[src/sv/mtb_pkg.sv]
// mtb_pkg: shared constants, lane control struct and arithmetic helpers
// for the morph target blend core; no dependencies
package mtb_pkg;

    localparam int COORD_W    = 32;
    localparam int SUM_W      = 40;
    localparam int CNT_W      = 7;
    localparam int RATE_W     = 17;
    localparam int MAX_POSES  = 64;
    localparam int DIV_STEPS  = SUM_W;
    localparam int STEP_W     = $clog2(DIV_STEPS);
    localparam int DIFF_W     = COORD_W + 1;
    localparam int PROD_W     = DIFF_W + RATE_W + 1;
    localparam int WIDE_W     = PROD_W + 1;
    localparam int REM_W      = CNT_W + 1;
    localparam int NUM_LANES  = 3;
    localparam int CFG_IDX_W  = 1;

    localparam logic [RATE_W-1:0] ONE_Q16 = RATE_W'(65536);
    localparam logic [CNT_W-1:0]  MAX_CNT = CNT_W'(MAX_POSES);

    localparam logic [CFG_IDX_W-1:0] REG_ON_KEY_MODE = 1'd0;
    localparam logic [CFG_IDX_W-1:0] REG_FIRST_KEY_W = 1'd1;

    typedef struct packed {
        logic item_load;
        logic mul;
        logic acc1;
        logic acc2;
        logic div_load;
        logic div_step;
        logic avg;
        logic mix_load;
        logic clear;
    } lane_ctl_t;

    function automatic logic [RATE_W-1:0] sat_rate(input logic [RATE_W-1:0] r);
        return (r > ONE_Q16) ? ONE_Q16 : r;
    endfunction

    function automatic logic signed [COORD_W-1:0] sat_coord(
        input logic signed [WIDE_W-1:0] v);
        logic signed [WIDE_W-1:0] hi;
        logic signed [WIDE_W-1:0] lo;
        hi = WIDE_W'((64'sd1 <<< (COORD_W - 1)) - 64'sd1);
        lo = -hi - WIDE_W'(1);
        if (v > hi)
            return hi[COORD_W-1:0];
        else if (v < lo)
            return lo[COORD_W-1:0];
        else
            return v[COORD_W-1:0];
    endfunction

endpackage

[src/sv/mtb_lane.sv]
// mtb_lane: one coordinate axis; blend multipliers, per-key sums and
// serial dividers for the averages; depends on mtb_pkg
module mtb_lane import mtb_pkg::*; (
    input  logic                       clk,
    input  logic                       rst_n,
    input  lane_ctl_t                  ctl,
    input  logic signed [COORD_W-1:0]  rest,
    input  logic signed [COORD_W-1:0]  target,
    input  logic [RATE_W-1:0]          rate1,
    input  logic [RATE_W-1:0]          rate2,
    input  logic [RATE_W-1:0]          weight,
    input  logic [CNT_W-1:0]           cnt1,
    input  logic [CNT_W-1:0]           cnt2,
    output logic signed [COORD_W-1:0]  avg1,
    output logic signed [COORD_W-1:0]  blend1
);

    logic signed [COORD_W-1:0] opa1_reg, opb1_reg, opa2_reg, opb2_reg;
    logic [RATE_W-1:0]         w1_reg, w2_reg;
    logic signed [PROD_W-1:0]  prod1_reg, prod2_reg;
    logic signed [SUM_W-1:0]   sum1_reg, sum2_reg;
    logic [SUM_W-1:0]          num1_reg, num2_reg;
    logic [REM_W-1:0]          rem1_reg, rem2_reg;
    logic                      neg1_reg, neg2_reg;
    logic signed [COORD_W-1:0] avg1_reg, avg2_reg;

    logic signed [COORD_W-1:0] blend2;
    logic [REM_W-1:0]          rsh1, rsh2, rnx1, rnx2;
    logic                      qb1, qb2;

    function automatic logic signed [COORD_W-1:0] blend_out(
        input logic signed [PROD_W-1:0] p, input logic signed [COORD_W-1:0] b);
        logic signed [WIDE_W-1:0] t;
        t = ($signed({p[PROD_W-1], p}) + WIDE_W'(32768)) >>> 16;
        t = t + WIDE_W'(b);
        return sat_coord(t);
    endfunction

    function automatic logic signed [PROD_W-1:0] mult(
        input logic signed [COORD_W-1:0] a, input logic signed [COORD_W-1:0] b,
        input logic [RATE_W-1:0] w);
        logic signed [DIFF_W-1:0] d;
        d = DIFF_W'(a) - DIFF_W'(b);
        return d * $signed({1'b0, w});
    endfunction

    function automatic logic [SUM_W-1:0] div_num(
        input logic signed [SUM_W-1:0] s, input logic [CNT_W-1:0] c);
        logic [SUM_W-1:0] m;
        m = s[SUM_W-1] ? SUM_W'(-s) : SUM_W'(s);
        return m + SUM_W'(c >> 1);
    endfunction

    function automatic logic signed [COORD_W-1:0] avg_out(
        input logic [SUM_W-1:0] q, input logic neg);
        logic signed [WIDE_W-1:0] v;
        v = WIDE_W'(q);
        if (neg)
            v = -v;
        return sat_coord(v);
    endfunction

    assign blend1 = blend_out(prod1_reg, opb1_reg);
    assign blend2 = blend_out(prod2_reg, opb2_reg);
    assign avg1   = avg1_reg;

    assign rsh1 = {rem1_reg[REM_W-2:0], num1_reg[SUM_W-1]};
    assign rsh2 = {rem2_reg[REM_W-2:0], num2_reg[SUM_W-1]};
    assign qb1  = rsh1 >= {1'b0, cnt1};
    assign qb2  = rsh2 >= {1'b0, cnt2};
    assign rnx1 = qb1 ? rsh1 - {1'b0, cnt1} : rsh1;
    assign rnx2 = qb2 ? rsh2 - {1'b0, cnt2} : rsh2;

    always_ff @(posedge clk)
    begin
        if (ctl.item_load)
        begin
            opa1_reg <= target;
            opb1_reg <= rest;
            w1_reg   <= sat_rate(rate1);
            opa2_reg <= target;
            opb2_reg <= rest;
            w2_reg   <= sat_rate(rate2);
        end
        else if (ctl.mix_load)
        begin
            opa1_reg <= avg1_reg;
            opb1_reg <= avg2_reg;
            w1_reg   <= weight;
        end
        if (ctl.mul)
        begin
            prod1_reg <= mult(opa1_reg, opb1_reg, w1_reg);
            prod2_reg <= mult(opa2_reg, opb2_reg, w2_reg);
        end
        if (ctl.div_load)
        begin
            num1_reg <= div_num(sum1_reg, cnt1);
            num2_reg <= div_num(sum2_reg, cnt2);
            neg1_reg <= sum1_reg[SUM_W-1];
            neg2_reg <= sum2_reg[SUM_W-1];
            rem1_reg <= '0;
            rem2_reg <= '0;
        end
        else if (ctl.div_step)
        begin
            num1_reg <= {num1_reg[SUM_W-2:0], qb1};
            num2_reg <= {num2_reg[SUM_W-2:0], qb2};
            rem1_reg <= rnx1;
            rem2_reg <= rnx2;
        end
        if (ctl.avg)
        begin
            avg1_reg <= avg_out(num1_reg, neg1_reg);
            avg2_reg <= avg_out(num2_reg, neg2_reg);
        end
    end

    always_ff @(posedge clk or negedge rst_n)
    begin
        if (!rst_n)
        begin
            sum1_reg <= '0;
            sum2_reg <= '0;
        end
        else if (ctl.clear)
        begin
            sum1_reg <= '0;
            sum2_reg <= '0;
        end
        else
        begin
            if (ctl.acc1)
                sum1_reg <= sum1_reg + SUM_W'(blend1);
            if (ctl.acc2)
                sum2_reg <= sum2_reg + SUM_W'(blend2);
        end
    end

endmodule

[config.mk]
export PLATFORM = sky130hd
export DESIGN_NAME = mtb_lane
export DESIGN_NICKNAME = d
export VERILOG_FILES = /design/src/sv/mtb_pkg.sv /design/src/sv/mtb_lane.sv
export SDC_FILE = /design/constraint.sdc
export NUM_CORES = 2
export LEC_CHECK = 0
export ABC_CLOCK_PERIOD_IN_PS = 8300
export BUFFER_PORTS_ARGS = -buffer_cell sky130_fd_sc_hd__buf_2
export CAP_MARGIN = 20
export CORE_MARGIN = 5
export CORE_UTILIZATION = 55
export DETAILED_ROUTE_END_ITERATION = 8
export PLACE_DENSITY = 0.74
export SLEW_MARGIN = 30
export SYNTH_ARGS = -nofsm -noshare
export SYNTH_HDL_FRONTEND = slang
export SYNTH_SLANG_ARGS = --single-unit
[constraint.sdc]
create_clock -name clk -period 8.3 [get_ports clk]
set_input_delay 1.245 -clock clk [delete_from_list [all_inputs] [get_ports clk]]
set_output_delay 1.245 -clock clk [all_outputs]
set_load 0.1 [all_outputs]
**Word-level counts from Yosys, hierarchy flattened**

Index checks and enable logic that the tools add are counted.
Widths: inputs -> output; s select.

- Add/subtract/negate cells: 16
- $mul: 2
- Magnitude comparators: 12
- Muxes and demuxes: 29
- Reductions and logical operators: 4

Operators by type and width:

| operator | count |
|---|---|
| $mux 40 | 10 |
| $mux 32 | 10 |
| $mux 52 | 4 |
| $add 51x17->52 const B | 2 |
| $gt 52x32->1 const B | 2 |
| $lt 52x32->1 const B | 2 |
| $neg 40->52 | 2 |
| $mul 33x18->51 | 2 |
| $add 40x32->40 | 2 |
| $add 40x6->40 | 2 |
| $neg 40->40 | 2 |
| $add 36x32->37 | 2 |
| $gt 37x32->1 const B | 2 |
| $lt 37x32->1 const B | 2 |
| $sub 32x32->33 | 2 |
| $mux 17 | 3 |
| $gt 17x17->1 const B | 2 |
| $ge 8x7->1 | 2 |
| $mux 7 | 2 |
| $sub 7x7->7 | 2 |
| $reduce_bool 2->1 | 4 |

- Bits in registers: 504
- Bits of input ports: 140
- Output and inout bits: 64
- Logic and storage cells: 81

**Logic depth before layout (Yosys ltp)**

- Depth in word-level cells: 8
- Mapped depth: 37
- Depth with buffers taken out: 36

**Least setup slack after synthesis**

No wires, ideal clock.

- Path kind: register to register
- Start: register prod1_reg[26]
- End: register sum1_reg[31]
- Arrival: 8.765 ns
- Required time: 8.174 ns
- Setup slack: -0.592 ns
- Stages on the path, launching flop included: 34
- Buffers on the path: 2
- Cell sequence: edfxtp_1 -> and4_1 -> and3_1 -> and4_1 -> and3_1 -> and3_1 -> and2_1 -> inv_1 -> nor3_1 -> nand2_1 -> xnor2_1 -> ha_1 -> clkbuf_1 -> nand3_1 -> nor4_1 -> nor2_1 -> nand2_1 -> a21oi_1 -> a22oi_1 -> xnor2_1 -> a41oi_1 -> clkbuf_1 -> o21ai_0 -> ha_1 -> a2111oi_0 -> o21ai_0 -> o21a_1 -> a221o_1 -> or2_2 -> a31o_2 -> a21o_1 -> a21oi_1 -> nor4_1 -> a311o_1

- Cells in the longest elaborated chain, start to end: 8
- Elaborated cells on any way between the ends: 9
- Classes of those cells: 3 x add/sub; 2 x order compare; 4 x mux

RTL lines:

| item | RTL line | source |
|---|---|---|
| start, declared | mtb_lane.sv:20 | `logic signed [PROD_W-1:0] prod1_reg, prod2_reg;` |
| start signal, assigned | mtb_lane.sv:93 | `prod1_reg <= mult(opa1_reg, opb1_reg, w1_reg);` |
| $add 51x17->52 (*) | mtb_lane.sv:34 | `t = ($signed({p[PROD_W-1], p}) + WIDE_W'(32768)) >>> 16;` |
| $add 36x32->37 (*) | mtb_lane.sv:35 | `t = t + WIDE_W'(b);` |
| $lt 37x32->1 | mtb_pkg.sv:49 | `else if (v < lo)` |
| $mux 32 | mtb_pkg.sv:49 |  |
| $mux 32 (*) | mtb_pkg.sv:47 | `if (v > hi)` |
| named net blend1[16] | mtb_lane.sv:15 | `output logic signed [COORD_W-1:0] blend1` |
| $add 40x32->40 (*) | mtb_lane.sv:134 | `sum1_reg <= sum1_reg + SUM_W'(blend1);` |
| $mux 40 (*) | mtb_lane.sv:133 | `if (ctl.acc1)` |
| $mux 40 (*) | mtb_lane.sv:126 | `else if (ctl.clear)` |
| end signal, assigned | mtb_lane.sv:134 |  |
| end, declared | mtb_lane.sv:21 | `logic signed [SUM_W-1:0] sum1_reg, sum2_reg;` |

The timed path passes the listed nets; every way through them passes the cells marked *. The select of a mux whose other input is x is not followed.
A chain may end at the register's enable or synchronous reset.

**Worst setup path in the final report**

- Start: register opb2_reg[12]
- End: register prod2_reg[50], data pin

- Cells in the longest elaborated chain, start to end: 2

RTL lines:

| item | RTL line | source |
|---|---|---|
| start, declared | mtb_lane.sv:18 | `logic signed [COORD_W-1:0] opa1_reg, opb1_reg, opa2_reg, opb2_reg;` |
| start signal, assigned | mtb_lane.sv:82 | `opb2_reg <= rest;` |
| $sub 32x32->33 | mtb_lane.sv:43 | `d = DIFF_W'(a) - DIFF_W'(b);` |
| $mul 33x18->51 | mtb_lane.sv:44 | `return d * $signed({1'b0, w});` |
| end signal, assigned | mtb_lane.sv:94 | `prod2_reg <= mult(opa2_reg, opb2_reg, w2_reg);` |
| end, declared | mtb_lane.sv:20 |  |

Every way passes these cells.

==> results.sh <==
export IMPL_multiInputGateArea_sq_um=59100
export IMPL_drt_wl_total_um=252000
export IMPL_insertion_delay_ns=0.74
export IMPL_yosysWarnings=0
export IMPL_violations="setup timing"
export IMPL_io_pins=204
export IMPL_syn_num_nets=10500
export IMPL_drtAntennaViolNets=0
export IMPL_drive_gt1_frac=0.185
export IMPL_slew_violations=0
export IMPL_start_kind="register"
export IMPL_cpLargestDelayFamily="adder cells"
export IMPL_cts_root_buf="clkbuf_16"
export IMPL_cp_required_ns=8.73
export IMPL_path_max_fanout=3
export IMPL_cts_hold_buf=0
export IMPL_rsz0062_at_grt="yes"
export IMPL_die_w_um=387
export IMPL_grt_usage=0.328
export IMPL_nets=11200
export IMPL_clock_sinks=474
export IMPL_vias_per_cell=5.86
export IMPL_setup_ws_ns=-0.484
export IMPL_dp_final_hpwl_um=199000
export IMPL_syn_inst=8774
export IMPL_grt_pass1_wl_um=387000
export IMPL_met2_usage=0.496
export IMPL_htreeDepth=2
export IMPL_wl_per_cell_um=22.0
export IMPL_critPathMaxStageDelay_ns=0.61
export IMPL_portBuffers=203
export IMPL_die_area_sq_um=150000
export IMPL_gr_usage_met3=0.0837
export IMPL_grt_max_degree=71
export IMPL_crit_slowest_cell="or4_4"
export IMPL_vias=67300
export IMPL_fillerInstances=11500
export IMPL_r2r_start="opb2_reg[12]"
export IMPL_crit_top_cell="fa_1"
export IMPL_skew_ns=0.130
export IMPL_hp_class="in -> async"
export IMPL_core_sq_um=142000
export IMPL_use_met1=0.457
export IMPL_critical_path_class="reg -> reg"
export IMPL_path_clk_slew_ns=0.06
export IMPL_antenna_found_initial=28
export IMPL_netlist_area_sq_um=78300
export IMPL_cts_tree="done"
export IMPL_cts_buffer_depth=3
export IMPL_end_kind="register"
export IMPL_tightest_slew_ns=1.09
export IMPL_worst_hold_slack_ns=0.422
export IMPL_synth_edf_count=380
export IMPL_seq_area_sq_um=13700
export IMPL_finalSetupViolCount=47
export IMPL_fp_dieH_um=387
export IMPL_grt_pass1_vias=67100
export IMPL_gr_total_overflow=0
export IMPL_min_period_ns=8.78
export IMPL_fin_crit_sh=1.06
export IMPL_drt_iter0_drc=6316
export IMPL_synth_seq_area_share=0.175
export IMPL_gr_max_usage_layer="met2"
export IMPL_crit_arrival_ns=9.21
export IMPL_ys_async_sr_fraction=0.169
export IMPL_rows=138
export IMPL_firstDrtPassIters=6
export IMPL_yosysUniqueCellTypes=105
export IMPL_place_gp_congestion=0.998
export IMPL_drc=0
export IMPL_crit_start="opb2_reg[12]"
export IMPL_ys_ff_latch=474
export IMPL_cts_buffers=58
export IMPL_start_util=0.553
export IMPL_fmax_mhz=114
export IMPL_maxSlewHeadroom=0.273
export IMPL_outcome="finished, violations left"
export IMPL_hold_viol=0
export IMPL_ys_flop_type="edfxtp_1"
export IMPL_worst_path_buf_inv=6
export IMPL_area_delta_synth_final_pct=17.2
export IMPL_cap_violations=0
export IMPL_avgSynthCellArea_sq_um=8.93
-- what timing repair did --
item,in CTS,in global routing
pin swaps,161,223
gates cloned,2,1
gates resized for setup,200,233
buffers inserted,90,64
setup endpoints to repair,56,77
-- cells by family after synthesis --
logic type               share of synthesized area
buffers and inverters                       0.0944
adder cells (fa/ha/maj)                      0.354
multiplexers                                0.0308
XOR/XNOR                                    0.0582
AO/OA/AOI/OAI                                0.116
flip-flops                                   0.175
AND/OR/NAND/NOR                              0.172
-- cell type report --
| class | count | area share |
|---|---|---|
| multi-input combinational | 6343 | 0.644 |
| timing repair buffer | 1141 | 0.0972 |
| sequential | 474 | 0.149 |
| tap | 1890 | 0.0258 |
| antenna | 10 | 0.000273 |
| clock buffer | 74 | 0.0171 |
| clock inverter | 35 | 0.00433 |
| inverter | 1513 | 0.0619 |
-- Yosys cell counts, drive strengths merged, types with 27 or more instances --
library cell	number	share of area
inv	1512	0.072
nand2	1079	0.052
fa	1078	0.28
ha	491	0.078
clkbuf	411	0.020
edfxtp	380	0.15
o21ai	336	0.021
nor2	309	0.015
xnor2	309	0.035
and2	302	0.024
a21oi	294	0.019
xor2	212	0.024
nand3	183	0.012
a21o	180	0.017
mux2	154	0.022
nor2b	154	0.012
nand2b	103	0.0082
dfrtp	80	0.026
nor3	72	0.0046
mux2i	67	0.0086
nand4	67	0.0055
a31oi	63	0.0050
o31ai	58	0.0057
a211oi	55	0.0054
a311oi	55	0.0061
and3	53	0.0042
nor4	50	0.0055
nor3b	46	0.0045
or3	46	0.0037
o21a	44	0.0042
nor4b	42	0.0048
or4	38	0.0038
o21bai	35	0.0034
buf	34	0.0022
o41ai	32	0.0039
nand3b	29	0.0028
or2	27	0.0022
-- placed cells by master (no fill, tap or decap), drive strengths merged, types with 29 or more instances in the layout --
master / synthesis / routed
a211oi: 55 / 55
a21o: 180 / 180
a21oi: 294 / 294
a311oi: 55 / 55
a31oi: 63 / 63
and2: 302 / 302
and3: 53 / 53
buf: 34 / 1137
clkbuf: 411 / 76
dfrtp: 80 / 80
edfxtp: 380 / 380
fa: 1078 / 1078
ha: 491 / 491
inv: 1512 / 1516
mux2: 154 / 154
mux2i: 67 / 67
nand2: 1079 / 1079
nand2b: 103 / 103
nand3: 183 / 183
nand3b: 29 / 29
nand4: 67 / 67
nor2: 309 / 309
nor2b: 154 / 154
nor3: 72 / 72
nor3b: 46 / 46
nor4: 50 / 50
nor4b: 42 / 42
o21a: 44 / 44
o21ai: 336 / 336
o21bai: 35 / 35
o31ai: 58 / 58
o41ai: 32 / 32
or3: 46 / 46
or4: 38 / 38
xnor2: 309 / 310
xor2: 212 / 212
-- per-stage QoR --
step | instances | setup slack (ns) | area (sq um) | setup TNS [ns] | utilization
2_1_floorplan | 8774 | 0.00664 | 78500 | 0 | -
3_3_place_gp | 11200 | -0.925 | 86600 | -19.34 | 0.612
3_5_place_dp | 11200 | -0.958 | 86700 | -24.85 | 0.612
4_1_cts | 11400 | -0.394 | 90300 | -4.51 | 0.638
5_1_grt | 11500 | -0.796 | 91800 | -26.13 | 0.648
6_report | 11500 | -0.484 | 91800 | -11.70 | 0.648
-- worst paths after layout --
path / to / slack, ns / cells past startpoint
max: prod2_reg[50] / -0.48 / 31
min: sum1_reg[27] / 0.42 / 1
max reg2reg: prod2_reg[50] / -0.48 / 31
min reg2reg: rem1_reg[6] / 0.46 / 2
max in group asynchronous: sum2_reg[12] / 6.88 / 2
min in group clk: rem1_reg[6] / 0.46 / 2
-- per-layer routing --
metal | routed length [um] | up-vias
met5 | 115 | -
met4 | 11500 | 20
met3 | 26800 | 582
met2 | 111000 | 3043
met1 | 103000 | 33400
li1 | - | 30200
Power is left out: the tool's default activity adds up to more than one toggle a clock period on the data nets, which glitch-free logic cannot reach.
